File: config.mk
export PLATFORM = sky130hd
export DESIGN_NAME = bounded_set_store
export DESIGN_NICKNAME = d
export VERILOG_FILES = /design/src/rtl/core/bss_pkg.sv /design/src/rtl/core/bss_mem.sv /design/src/rtl/core/bss_seq.sv /design/src/rtl/core/bounded_set_store.sv
export SDC_FILE = /design/constraint.sdc
export NUM_CORES = 1
export LEC_CHECK = 0
export ABC_AREA = 1
export BUFFER_PORTS_ARGS = -buffer_cell sky130_fd_sc_hd__buf_2
export CAP_MARGIN = 5
export CORE_MARGIN = 2
export CORE_UTILIZATION = 50
export CTS_CLUSTER_DIAMETER = 200
export CTS_CLUSTER_SIZE = 24
export DETAILED_ROUTE_END_ITERATION = 7
export PLACE_DENSITY = 0.66
export SYNTH_ARGS = -nofsm -noshare
export SYNTH_HDL_FRONTEND = slang
export SYNTH_SLANG_ARGS = --single-unit
export TNS_END_PERCENT = 10
File: constraint.sdc
create_clock -name clk -period 4.76 [get_ports clk]
set_input_delay 0.952 -clock clk [delete_from_list [all_inputs] [get_ports clk]]
set_output_delay 0.952 -clock clk [all_outputs]
set_load 0.05 [all_outputs]
File: src/rtl/core/bss_pkg.sv
// Package of the bounded set store: beat types, request and status codes, defaults.
`timescale 1ns / 1ps

package bss_pkg;

    // Default sizes of the store.
    localparam int CAPACITY_DEF    = 16;
    localparam int VALUE_WIDTH_DEF = 32;

    // Request codes; the unused code behaves as a query.
    localparam logic [1:0] MODE_INSERT = 2'd0;
    localparam logic [1:0] MODE_REMOVE = 2'd1;
    localparam logic [1:0] MODE_QUERY  = 2'd2;

    // Result status codes.
    localparam logic [2:0] STATUS_DONE     = 3'd0;
    localparam logic [2:0] STATUS_DUP      = 3'd1;
    localparam logic [2:0] STATUS_FULL     = 3'd2;
    localparam logic [2:0] STATUS_NOTFOUND = 3'd3;
    localparam logic [2:0] STATUS_EMPTY    = 3'd4;

    // One request beat.
    typedef struct packed {
        logic [1:0]  mode;
        logic [31:0] value;
    } bss_req_t;

    // One result beat.
    typedef struct packed {
        logic [2:0] status;
        logic       found;
        logic [3:0] location;
        logic [4:0] cardinality;
    } bss_rsp_t;

endpackage

File: src/rtl/core/bss_mem.sv
// Element memory of the bounded set store: one write port, one registered read port.
`timescale 1ns / 1ps

module bss_mem #(
    parameter int DEPTH = bss_pkg::CAPACITY_DEF,
    parameter int WIDTH = bss_pkg::VALUE_WIDTH_DEF,
    parameter int AW    = 4
) (
    input  logic             clk,
    input  logic             wr_en,
    input  logic [AW-1:0]    wr_addr,
    input  logic [WIDTH-1:0] wr_data,
    input  logic             rd_en,
    input  logic [AW-1:0]    rd_addr,
    output logic [WIDTH-1:0] rd_data
);
    import bss_pkg::*;

    logic [WIDTH-1:0] mem [DEPTH];
    logic [WIDTH-1:0] rd_data_reg;

    // Write port.
    always_ff @(posedge clk)
    begin
        if (wr_en)
        begin
            mem[wr_addr] <= wr_data;
        end
    end

    // Read port with the data registered.
    always_ff @(posedge clk)
    begin
        if (rd_en)
        begin
            rd_data_reg <= mem[rd_addr];
        end
    end

    assign rd_data = rd_data_reg;

endmodule

File: src/rtl/core/bss_seq.sv
// Sequencer of the bounded set store: scan, update and shift over the element memory.
`timescale 1ns / 1ps

module bss_seq #(
    parameter int CAPACITY    = bss_pkg::CAPACITY_DEF,
    parameter int VALUE_WIDTH = bss_pkg::VALUE_WIDTH_DEF,
    parameter int AW          = 4
) (
    input  logic                   clk,
    input  logic                   rst_n,
    input  logic                   req_valid,
    output logic                   req_ready,
    input  bss_pkg::bss_req_t      req,
    output logic                   res_valid,
    input  logic                   res_ready,
    output bss_pkg::bss_rsp_t      res,
    output logic                   mem_wr_en,
    output logic [AW-1:0]          mem_wr_addr,
    output logic [VALUE_WIDTH-1:0] mem_wr_data,
    output logic                   mem_rd_en,
    output logic [AW-1:0]          mem_rd_addr,
    input  logic [VALUE_WIDTH-1:0] mem_rd_data
);
    import bss_pkg::*;

    localparam int CW = $clog2(CAPACITY + 1);
    localparam int LW = AW + 4;
    localparam int NW = CW + 5;

    localparam logic [2:0] SEQ_IDLE  = 3'd0;
    localparam logic [2:0] SEQ_SCAN  = 3'd1;
    localparam logic [2:0] SEQ_APPLY = 3'd2;
    localparam logic [2:0] SEQ_SHIFT = 3'd3;
    localparam logic [2:0] SEQ_DONE  = 3'd4;

    logic [2:0]             state_reg, state_next;
    logic [CW-1:0]          count_reg, count_next;
    logic                   pend_reg, pend_next;
    logic [1:0]             mode_reg, mode_next;
    logic [VALUE_WIDTH-1:0] val_reg, val_next;
    logic [CW-1:0]          idx_reg, idx_next;
    logic [AW-1:0]          ptr_reg, ptr_next;
    logic                   hit_reg, hit_next;
    logic [AW-1:0]          where_reg, where_next;
    logic [2:0]             status_reg, status_next;

    logic [VALUE_WIDTH+31:0] val_wide;
    logic [VALUE_WIDTH-1:0]  val_in;
    logic [CW-1:0]           idx_plus1;
    logic                    idx_live;
    logic                    match;
    logic [LW-1:0]           loc_wide;
    logic [NW-1:0]           card_wide;

    // Only the low VALUE_WIDTH bits of a request value are kept.
    assign val_wide  = {{VALUE_WIDTH{1'b0}}, req.value};
    assign val_in    = val_wide[VALUE_WIDTH-1:0];

    // The shared compare unit: entry against key, index against fill level.
    assign match     = pend_reg && (mem_rd_data == val_reg);
    assign idx_live  = idx_reg < count_reg;
    assign idx_plus1 = CW'(idx_reg + 1'b1);

    // Result beat, fields masked to their port widths.
    assign loc_wide  = LW'(where_reg);
    assign card_wide = NW'(count_reg);
    assign res.status      = status_reg;
    assign res.found       = hit_reg;
    assign res.location    = loc_wide[3:0];
    assign res.cardinality = card_wide[4:0];

    // Next-state logic of the sequencer.
    always_comb
    begin
        state_next  = state_reg;
        count_next  = count_reg;
        pend_next   = pend_reg;
        mode_next   = mode_reg;
        val_next    = val_reg;
        idx_next    = idx_reg;
        ptr_next    = ptr_reg;
        hit_next    = hit_reg;
        where_next  = where_reg;
        status_next = status_reg;
        mem_wr_en   = 1'b0;
        mem_wr_addr = ptr_reg;
        mem_wr_data = mem_rd_data;
        mem_rd_en   = 1'b0;
        mem_rd_addr = idx_reg[AW-1:0];
        req_ready   = 1'b0;
        res_valid   = 1'b0;

        unique case (state_reg)
            SEQ_IDLE:
            begin
                req_ready = 1'b1;
                if (req_valid)
                begin
                    mode_next  = req.mode;
                    val_next   = val_in;
                    idx_next   = '0;
                    pend_next  = 1'b0;
                    hit_next   = 1'b0;
                    where_next = '0;
                    state_next = SEQ_SCAN;
                end
            end

            // Walk the live entries; the read issued last cycle is compared now.
            SEQ_SCAN:
            begin
                if (match)
                begin
                    hit_next   = 1'b1;
                    where_next = ptr_reg;
                    pend_next  = 1'b0;
                    state_next = SEQ_APPLY;
                end
                else if (idx_live)
                begin
                    mem_rd_en = 1'b1;
                    ptr_next  = idx_reg[AW-1:0];
                    idx_next  = idx_plus1;
                    pend_next = 1'b1;
                end
                else
                begin
                    pend_next  = 1'b0;
                    state_next = SEQ_APPLY;
                end
            end

            // Decide the outcome; an insert writes its single entry here, a remove that hits goes on to the shift.
            SEQ_APPLY:
            begin
                state_next = SEQ_DONE;
                case (mode_reg)
                    MODE_INSERT:
                    begin
                        if (count_reg == CW'(CAPACITY))
                        begin
                            status_next = STATUS_FULL;
                        end
                        else if (hit_reg)
                        begin
                            status_next = STATUS_DUP;
                        end
                        else
                        begin
                            mem_wr_en   = 1'b1;
                            mem_wr_addr = count_reg[AW-1:0];
                            mem_wr_data = val_reg;
                            count_next  = CW'(count_reg + 1'b1);
                            status_next = STATUS_DONE;
                        end
                    end
                    MODE_REMOVE:
                    begin
                        if (count_reg == '0)
                        begin
                            status_next = STATUS_EMPTY;
                        end
                        else if (!hit_reg)
                        begin
                            status_next = STATUS_NOTFOUND;
                        end
                        else
                        begin
                            count_next  = CW'(count_reg - 1'b1);
                            status_next = STATUS_DONE;
                            idx_next    = CW'(where_reg);
                            pend_next   = 1'b0;
                            state_next  = SEQ_SHIFT;
                        end
                    end
                    default:
                    begin
                        status_next = hit_reg ? STATUS_DONE : STATUS_NOTFOUND;
                    end
                endcase
            end

            // Close the gap: read entry i+1, and write it to entry i in the next cycle.
            SEQ_SHIFT:
            begin
                if (pend_reg)
                begin
                    mem_wr_en = 1'b1;
                end
                if (idx_live)
                begin
                    mem_rd_en   = 1'b1;
                    mem_rd_addr = idx_plus1[AW-1:0];
                    ptr_next    = idx_reg[AW-1:0];
                    idx_next    = idx_plus1;
                    pend_next   = 1'b1;
                end
                else
                begin
                    pend_next  = 1'b0;
                    state_next = SEQ_DONE;
                end
            end

            SEQ_DONE:
            begin
                res_valid = 1'b1;
                if (res_ready)
                begin
                    state_next = SEQ_IDLE;
                end
            end

            default:
            begin
                state_next = SEQ_IDLE;
            end
        endcase
    end

    // Control registers.
    always_ff @(posedge clk or negedge rst_n)
    begin
        if (!rst_n)
        begin
            state_reg <= SEQ_IDLE;
            count_reg <= '0;
            pend_reg  <= 1'b0;
        end
        else
        begin
            state_reg <= state_next;
            count_reg <= count_next;
            pend_reg  <= pend_next;
        end
    end

    // Working registers of the current request.
    always_ff @(posedge clk)
    begin
        mode_reg   <= mode_next;
        val_reg    <= val_next;
        idx_reg    <= idx_next;
        ptr_reg    <= ptr_next;
        hit_reg    <= hit_next;
        where_reg  <= where_next;
        status_reg <= status_next;
    end

endmodule

File: src/rtl/core/bounded_set_store.sv
// Top level of the bounded set store: sequencer, element memory and result register.
`timescale 1ns / 1ps

// A duplicate-free list of up to CAPACITY values kept in insertion order.
// Request channel (req_valid, req_stall, req): one beat carries a mode
// (insert, remove, query) and a value; a beat is taken when req_valid is
// high and req_stall is low. The block works on one request at a time and
// holds req_stall high from acceptance until its result has left the
// sequencer.
// Result channel (rsp_valid, rsp_stall, rsp): exactly one beat per request,
// held in an output register while rsp_stall is high, so the next request
// may be accepted while a result still waits.
// With n stored entries, a request scans up to n entries before its
// result is decided; a remove that hits also closes the gap by shifting
// the later entries. A new request is taken in the cycle after the result
// leaves the sequencer. The scan and the shift are paced by the single
// read port of the element memory, which delivers one entry per cycle to
// each of them.
// Reset clears the element count and both valid flags; no memory clearing
// pass is needed, as only entries below the count are ever read.

module bounded_set_store #(
    parameter int CAPACITY    = bss_pkg::CAPACITY_DEF,
    parameter int VALUE_WIDTH = bss_pkg::VALUE_WIDTH_DEF
) (
    input  logic              clk,
    input  logic              rst_n,
    input  logic              req_valid,
    output logic              req_stall,
    input  bss_pkg::bss_req_t req,
    output logic              rsp_valid,
    input  logic              rsp_stall,
    output bss_pkg::bss_rsp_t rsp
);
    import bss_pkg::*;

    localparam int AW = (CAPACITY > 1) ? $clog2(CAPACITY) : 1;

    logic                   seq_ready;
    logic                   res_valid;
    logic                   res_ready;
    bss_rsp_t               res;
    logic                   mem_wr_en;
    logic [AW-1:0]          mem_wr_addr;
    logic [VALUE_WIDTH-1:0] mem_wr_data;
    logic                   mem_rd_en;
    logic [AW-1:0]          mem_rd_addr;
    logic [VALUE_WIDTH-1:0] mem_rd_data;

    logic     rsp_valid_reg, rsp_valid_next;
    bss_rsp_t rsp_reg;

    assign req_stall = !seq_ready;

    bss_seq #(
        .CAPACITY    (CAPACITY),
        .VALUE_WIDTH (VALUE_WIDTH),
        .AW          (AW)
    ) u_seq (
        .clk         (clk),
        .rst_n       (rst_n),
        .req_valid   (req_valid),
        .req_ready   (seq_ready),
        .req         (req),
        .res_valid   (res_valid),
        .res_ready   (res_ready),
        .res         (res),
        .mem_wr_en   (mem_wr_en),
        .mem_wr_addr (mem_wr_addr),
        .mem_wr_data (mem_wr_data),
        .mem_rd_en   (mem_rd_en),
        .mem_rd_addr (mem_rd_addr),
        .mem_rd_data (mem_rd_data)
    );

    bss_mem #(
        .DEPTH (CAPACITY),
        .WIDTH (VALUE_WIDTH),
        .AW    (AW)
    ) u_mem (
        .clk     (clk),
        .wr_en   (mem_wr_en),
        .wr_addr (mem_wr_addr),
        .wr_data (mem_wr_data),
        .rd_en   (mem_rd_en),
        .rd_addr (mem_rd_addr),
        .rd_data (mem_rd_data)
    );

    // The output register takes a new beat when empty or being drained.
    assign res_ready = !rsp_valid_reg || !rsp_stall;

    always_comb
    begin
        rsp_valid_next = rsp_valid_reg;
        if (res_valid && res_ready)
        begin
            rsp_valid_next = 1'b1;
        end
        else if (!rsp_stall)
        begin
            rsp_valid_next = 1'b0;
        end
    end

    always_ff @(posedge clk or negedge rst_n)
    begin
        if (!rst_n)
        begin
            rsp_valid_reg <= 1'b0;
        end
        else
        begin
            rsp_valid_reg <= rsp_valid_next;
        end
    end

    // Result payload, loaded only on a handover from the sequencer.
    always_ff @(posedge clk)
    begin
        if (res_valid && res_ready)
        begin
            rsp_reg <= res;
        end
    end

    assign rsp_valid = rsp_valid_reg;
    assign rsp       = rsp_reg;

endmodule

# Word level (Yosys, flattened, before mapping)
# Memories as Yosys holds them, arrays and structs flattened. A register that Yosys moved wholly into a read port is not among the register bits.
# Cells that the tools add are included.
# totals
reg_bits	74
ram_bits	512
output_inout_bits	15
word_cells	124
n_memories	1
# mem_list
memory	depth	width	read_ports	rd_ports_with_merged_regs	wr	line	rtl
u_mem.mem	16	32	1	1	1	bss_mem.sv:19	logic [WIDTH-1:0] mem [DEPTH];
# classes
n_mux	63
eq_ne	21
n_addsub	3
reduce_logical	20
magnitude_cmp	1
# ops
op	n
$mux W32	4
$mux W5	10
$mux W4	10
$eq A32 B32 Y1	1
$mux W3	10
$pmux W5 S4	1
$mux W1	18
$ne A2 B2 Y1 const B	8
$pmux W4 S2	2
$pmux W3 S5	1
$reduce_and A6 Y1	2
$add A5 B1 Y5 const B	2
$ne A2 B1 Y1 const B	5
$pmux W5 S2	1
$eq A3 B2 Y1 const B	2
$pmux W1 S2	3
$pmux W3 S2	1
$reduce_bool A2 Y1	3
$eq A5 B5 Y1 const B	1
$logic_not A5 Y1	1
$lt A5 B5 Y1	1
$reduce_and A5 Y1	1
$sub A5 B1 Y5 const B	1
$pmux W1 S4	1
14 further kinds	18

# Logic depth before layout (Yosys ltp)
# Gate-level depths: netlist of the first run.
# logic_depth
depth_word	6
depth_mapped	15

# Cells and area by module
# A second synthesis of the first run with hierarchy kept.
# hier_totals
cells_unflattened	2599
area_unflattened_um2	27199.8
# by_module_without_submodules
module	area_each_um2	cells_per_inst	seq_area_each_um2	n_inst
bss_mem	23050.9	2120	16335.7	1
bss_seq	3713.6	460	1756.7	1
bounded_set_store	435.4	19	415.4	1

# Least setup slack after synthesis of the first run
# OpenSTA, ideal clock, no wires.
# synth_path
kind	reg2reg
startpoint	reg u_seq.state_reg[1]
endpoint	mem u_mem.mem[10][0] (netlist name), enable pin
stages_incl_launch_ff	11
arrival_ps	2867
setup_slack_ps	1472
setup_time_ps	421
t_required_ps	4339
path_cell_list	dfrtp_1 -> inv_2 -> nor2_1 -> nand2_1 -> nor3_4 -> nand2_1 -> buf_2 -> nand2_1 -> o21ai_0 -> nand3b_1 -> nor2_1
# synth_via
elab_chain_cells	4
elab_cells_between_ends	6
cone_classes	eq/ne (2); mux (4)
# synth_lines
item	line	rtl
start: declaration	bss_seq.sv:36	logic [2:0] state_reg, state_next;
start signal: assignment	bss_seq.sv:232	state_reg <= state_next;
$eq A3 B2 Y1	bss_seq.sv:93	unique case (state_reg)
$pmux W1 S2	bss_seq.sv:93	
$mux W1	bss_mem.sv:25	if (wr_en)
$mux W1 (not written as such)	bss_mem.sv:27	mem[wr_addr] <= wr_data;
end: declaration	bss_mem.sv:19	
# Parallel ways exist; a longest one is shown, timed or not.

# Worst setup path after layout of the first run
# layout_path
startpoint	reg u_seq.count_reg[0]
endpoint	mem u_mem.mem[8][13] (netlist name), enable pin
# layout_via
elab_chain_cells	6
elab_cells_between_ends	10
cone_classes	eq/ne (1); mux (9)
# layout_lines
item	line	rtl
start: declaration	bss_seq.sv:37	logic [CW-1:0] count_reg, count_next;
start signal: assignment	bss_seq.sv:233	count_reg <= count_next;
$eq A5 B5 Y1	bss_seq.sv:140	if (count_reg == CW'(CAPACITY))
$mux W1	bss_seq.sv:140	
$mux W1	bss_seq.sv:137	case (mode_reg)
$pmux W1 S2	bss_seq.sv:93	
$mux W1	bss_mem.sv:25	
$mux W1 (not written as such)	bss_mem.sv:27	
# Parallel ways exist; a longest one is shown, timed or not.

==> results.yml, run 1 <==
setup_path:
  r2r_slack_ns: 0.90
  worstReg2RegEnd: "u_mem.mem[8][13]$_DFFE_PP_"
  crit_arrival_ns: 4.15
  critPathMaxFanout: 22
  reg2reg_depth: 11
  crit_buf_inv: 4
  worst_setup_path_start_kind: "flip-flop"
  worstSetupStartpoint: "u_seq.count_reg[0]$_DFFE_PN0P_"
  required_ns: 5.04
  slowest_delay_ns: 0.82
  critical_path_class: "reg2reg"
  cp-end-kind: "flip-flop"
  cp_cell_sequence: "inv_1, nand4_1, nor2_1, inv_1, nand2_2, buf_4, nand2_1, o21ai_1, nand2_1, nor2_4, buf_4"
  r2r_start: "u_seq.count_reg[0]$_DFFE_PN0P_"
  crit_family: "simple AND/OR/NAND/NOR gates"
  cp_slowest_cell: "nor2_4"
floorplanning:
  die_h_um: 237
  rows: 85
  start_util: 0.505
  die_x_um: 237
  die_area_um2: 56200
  core_um2: 53800
  io_pins: 53
final_layout:
  final_cell_mix: "608 x edfxtp_1, 528 x nand3_1, 475 x inv_1"
  finalNetCount: 2559
  drive_gt1_frac: 0.0739
  nFillCells: 4515
  largest_register_ffs: 512
  syn_to_final_growth_pct: 7.76
  n_antenna_cell: 0
  mostFrequentLayoutCell: "edfxtp_1"
global_routing:
  grt_pass1_wl_mm: 106
  grtUsageMet3: 0.0305
  grtUsageTotal: 0.247
  grt_max_degree: 129
  grt_pass1_vias: 17566
  busiest_layer: "met2"
  grt_use_met2: 0.413
  overflow: 0
  met1_usage: 0.344
  grt_antenna_before_repair: 0
yosys:
  synthMuxAreaShare: 0.00497
  synth-seq-cells: 618
  avgSynthCellArea_um2: 10.9
  synth_top_family_by_area: "simple AND/OR/NAND/NOR gates"
  ys.warnings.count: 0
  synth_adder_area_share: 0.00442
  synth_area_um2: 27200
  synthCells: 2500
  synth_nets: 2547
  ys_seq_area_frac: 0.681
  synth_largest_area_cell: "edfxtp_1"
  ys_types: 31
  yosys.area_share.xor_xnor: 0.00709
  synth-compound-area-share: 0.0113
  synth_top_area_frac: 0.672
  post_synth_main_area_contributors: "edfxtp_1 67%, nand3_1 9.7%, inv_1 6.6%"
  yosys.area_share.simple: 0.203
clocking:
  h-tree-depth: 1
  clock_path_buffers: 3
  cts_resized: 0
  root_buffer: "clkbuf_16"
  clkTransAtPathRegs_ns: 0.10
  clock_latency_ns: 0.61
  cts_sinks: 618
  hold_buffers: 0
  cts_tree: "yes"
  cts_setup_buffers: 0
  cts_buffers: 29
power_and_ir_drop:
  pwr_density_cell_nw_per_um2: 620
  ir_worst_vdd_v: 0.000484
  switching_share: 0.415
  leakage_nw: 11.9
  power_switching_mw: 7.54
  pwr-share-clk: 0.153
  pwr-share-seq: 0.424
  combPwrFrac: 0.423
  intPower_mw: 10.6
timing:
  whs_ns: 0.215
  fin_setup_tns_ns: 0
  worst_pin_slew_ns: 1.20
  relSlewSlack: 0.196
  max_freq_ghz: 0.259
  hold_violations: 0
  setup_viol: 0
  maxSlewViolCount: 0
  fin_crit_ns: 3.86
  fin_skew_ns: 0.0191
  rsz0062_at_grt: "false"
  finalCritPeriodShare: 0.811
detailed_routing:
  vias: 18053
  first_pass_iters: 6
  ant_nets: 0
  wl_per_cell_um: 21.5
  wirelength_mm: 69.2
  vias_per_cell: 5.59
  drt_iter0_markers: 1903
  drc: 0
placed_design:
  dp_hpwl_mm: 38.0
  gp_congestion: 0.866
  io_buffers: 52
run:
  drv_cap: 0
worst_hold_path:
  hold_path_class: "in2async"
outcome:
  status: "finished, final reports clean"
==> area by class of cell <==
type | count | area, um2 | share of cell area
clock buffers | 50 | 805 | 0.0275
clock inverters | 1 | 8.76 | 0.000299
inverters | 481 | 1810 | 0.0616
multi-input cells | 1276 | 6470 | 0.221
flip-flops and latches | 618 | 18500 | 0.632
well taps | 696 | 871 | 0.0297
repair buffers | 106 | 828 | 0.0283
==> cells in the mapped netlist <==
cell type / count
mux2_2: 12
o21ai_0: 34
a21oi_1: 11
o22ai_1: 5
buf_2: 91
o21ai_2: 1
fa_1: 1
inv_2: 5
o211ai_1: 1
xor2_1: 10
nor2_4: 1
dfrtp_1: 10
nor2_1: 59
a21oi_2: 1
xnor2_1: 12
o21ai_1: 5
nand3b_1: 98
nand2_2: 5
inv_1: 476
buf_1: 7
clkbuf_1: 21
nand3_4: 1
nand4_1: 4
nand2_1: 473
nand3_1: 528
ha_1: 8
buf_4: 6
nor3_4: 1
nand4_2: 1
edfxtp_1: 608
nor3_1: 4
==> through the flow <==
step | instances | setup WS (ns) | util | power, mW | instance area (um2)
3_3_place_gp | 3177 | 0.949 | 0.529 | 15.3 | 28500
6_report | 3228 | 0.899 | 0.544 | 18.2 | 29300
2_1_floorplan | 2500 | 1.47 | - | 12.7 | 27200
4_1_cts | 3228 | 0.910 | 0.544 | 18.2 | 29300
5_1_grt | 3228 | 0.684 | 0.544 | 19.2 | 29300
3_5_place_dp | 3177 | 0.929 | 0.529 | 15.4 | 28500
==> logic make-up (layout without fill, tap and decap cells) <==
kind of cell,Yosys count,after routing
AO/OA/AOI/OAI,58,58
XOR/XNOR,22,22
adder cells (fa/ha/maj),9,9
buffers and inverters,606,638
flip-flops,618,618
multiplexers,12,12
AND/OR/NAND/NOR,1175,1175
==> layer usage <==
metal  part of all wire  vias up
met2               0.48      778
met4              0.023        0
met3              0.076      105
met5                  0        -
met1               0.42     8863
li1                   -     8307
==> worst max-delay path by stage <==
stage,end,cells past startpoint
finish,u_mem.mem[8][13]$_DFFE_PP_,11
floorplan,u_mem.mem[10][0]$_DFFE_PP_,10
detailed placement,u_mem.mem[8][2]$_DFFE_PP_,11
global placement,u_mem.mem[8][2]$_DFFE_PP_,11
CTS,u_mem.mem[8][13]$_DFFE_PP_,11
global route,u_mem.mem[8][13]$_DFFE_PP_,11
==> power groups by stage <==
| stage | Clock [mW] | Combinational (mW) | Sequential (mW) |
|---|---|---|---|
| after floorplan | 0 | 4.97 | 7.74 |
| final | 2.78 | 7.69 | 7.69 |
| after CTS | 2.82 | 7.65 | 7.69 |
| after global routing | 3.00 | 8.42 | 7.74 |
| after global placement | 0 | 7.52 | 7.79 |
| after detailed placement | 0 | 7.64 | 7.81 |
Note: power is estimated with default switching activity, not from simulation.
==> run 2, diff against run 1 <==
--- a/config.mk
+++ b/config.mk
@@ -13,7 +13,7 @@
 export CTS_CLUSTER_DIAMETER = 200
 export CTS_CLUSTER_SIZE = 24
 export DETAILED_ROUTE_END_ITERATION = 7
-export PLACE_DENSITY = 0.66
+export PLACE_DENSITY = 0.68
 export SYNTH_ARGS = -nofsm -noshare
 export SYNTH_HDL_FRONTEND = slang
 export SYNTH_SLANG_ARGS = --single-unit
==> constraint.sdc (replaced) <==
create_clock -name clk -period 3.5 [get_ports clk]
set_input_delay 0.7 -clock clk [delete_from_list [all_inputs] [get_ports clk]]
set_output_delay 0.7 -clock clk [all_outputs]
set_load 0.05 [all_outputs]
==> run 2 against run 1 <==
Against the previous run:
- cell count up 0.90%
- largest cell class unchanged
- sequential share of layout area down 0.68 points
- first-iteration DRC count down 1.7%
- clock-buffer cell count unchanged
- critical path type unchanged
- wire length down 2.5%
==> results.yml, run 2 (same netlist as run 1, synthesis figures left out) <==
outcome:
  status: "finished, final reports clean"
floorplanning:
  start_util: 0.505
  core_um2: 53800
  rows: 85
  die_x_um: 237
  die_h_um: 237
  die_area_um2: 56200
  io_pins: 53
timing:
  hold_violations: 0
  finalCritPeriodShare: 0.911
  fin_setup_tns_ns: 0
  worst_pin_slew_ns: 1.21
  maxSlewViolCount: 0
  fin_crit_ns: 3.19
  whs_ns: 0.252
  rsz0062_at_grt: "false"
  fin_ws_ns: 0.310
  relSlewSlack: 0.196
  setup_viol: 0
  max_freq_ghz: 0.313
  fin_skew_ns: 0.0244
clocking:
  cts_buffers: 29
  h-tree-depth: 1
  root_buffer: "clkbuf_16"
  clock_latency_ns: 0.62
  clkTransAtPathRegs_ns: 0.10
  cts_resized: 0
  clock_path_buffers: 3
  cts_sinks: 618
  cts_tree: "yes"
global_routing:
  grtUsageTotal: 0.241
  grt_pass1_wl_mm: 103
  grt_antenna_before_repair: 0
  overflow: 0
  grt_pass1_vias: 17244
  grt_max_degree: 88
setup_path:
  crit_top_cell: "nand2_1"
  r2r_start: "u_seq.idx_reg[2]$_DFFE_PP_"
  path_depth: 12
  critPathMaxFanout: 28
  cp-endpoint: "u_mem.rd_data[11]$_DFFE_PP_"
  required_ns: 3.88
  cp-end-kind: "flip-flop"
  crit_buf_inv: 2
  crit_family: "simple AND/OR/NAND/NOR gates"
  cp_cell_sequence: "ha_1, nand2_1, nand2_1, a21oi_2, nand3_4, inv_2, nand2_1, o21ai_4, buf_4, nand3_1, nand3_1, nand2_1"
  critical_path_class: "reg2reg"
  crit_arrival_ns: 3.57
  reg2reg_depth: 12
  worstSetupStartpoint: "u_seq.idx_reg[2]$_DFFE_PP_"
  cp_slowest_cell: "edfxtp_1"
  r2r_slack_ns: 0.31
  worstReg2RegEnd: "u_mem.rd_data[11]$_DFFE_PP_"
  worst_setup_path_start_kind: "flip-flop"
  slowest_delay_ns: 0.53
placed_design:
  gp_congestion: 0.870
  dp_hpwl_mm: 39.1
  io_buffers: 52
  dp.cells: 3205
  place_area_um2: 28800
  pre_cts_slack_ns: 0.377
final_layout:
  layout.cells.non_filler: 3257
  syn_to_final_growth_pct: 8.93
  mostFrequentLayoutCell: "edfxtp_1"
  final_cell_mix: "608 x edfxtp_1, 528 x nand3_1, 475 x inv_1"
  final_cell_area_um2: 29600
  largest_register_ffs: 512
  finalNetCount: 2588
  n_antenna_cell: 0
  final_util: 0.550
  drive_gt1_frac: 0.0836
detailed_routing:
  drc: 0
  wl_per_cell_um: 20.7
  vias_per_cell: 5.49
  vias: 17881
  drt_iter0_markers: 1870
  ant_nets: 0
  first_pass_iters: 6
  wirelength_mm: 67.5
worst_hold_path:
  hold_path_class: "in2reg"
power_and_ir_drop:
  leakage_nw: 12.1
  fin_total_pwr_mw: 24.6
  pwr_density_cell_nw_per_um2: 832
  ir_worst_vdd_v: 0.000564
run:
  drv_cap: 0
## run 2: final cells by class
cell class | instances | area [um2]
Clock buffer | 50 | 805
Clock inverter | 1 | 8.76
Fill cell | 4448 | 24200
Inverter | 481 | 1810
Multi-Input combinational cell | 1276 | 6470
Sequential cell | 618 | 18500
Tap cell | 696 | 871
Timing Repair Buffer | 135 | 1140
## run 2: where the power goes
part | total, mW | internal, mW | leakage [nW] | switching [mW]
combinational | 10.4 | 3.02 | 6.05 | 7.40
sequential | 10.4 | 10.0 | 5.63 | 0.401
clock | 3.78 | 1.57 | 0.386 | 2.21
total | 24.6 | 14.6 | 12.1 | 10.0
## run 2: how the worst min path moves through the flow
stage                                   from                          end  slack [ns]  cells after the start
5_1_grt                              req[24]  u_seq.val_reg[24]$_DFFE_PP_        0.24                      1
3_5_place_dp   u_seq.status_reg[2]$_DFFE_PP_            rsp[12]$_DFFE_PP_        0.41                      0
2_1_floorplan                          rst_n        rsp_valid$_DFFE_PN0P_        0.40                      0
4_1_cts                               req[4]   u_seq.val_reg[4]$_DFFE_PP_        0.23                      1
6_report                              req[4]   u_seq.val_reg[4]$_DFFE_PP_        0.25                      1
3_3_place_gp   u_seq.status_reg[1]$_DFFE_PP_            rsp[11]$_DFFE_PP_        0.40                      0
## run 2: repair_timing
| action | in CTS | in global routing |
|---|---|---|
| setup buffers | 0 | 0 |
| hold buffers | 1 | 0 |
| endpoints found under the hold margin | 10 | 0 |
## run 2: metal layers
metal / global-route usage / up-vias / part of all wire
met2: 0.407 / 707 / 0.49
li1: - / 8361 / -
met1: 0.335 / 8706 / 0.42
met5: 0 / - / 0
met4: 0.0635 / 0 / 0.024
met3: 0.0253 / 107 / 0.067
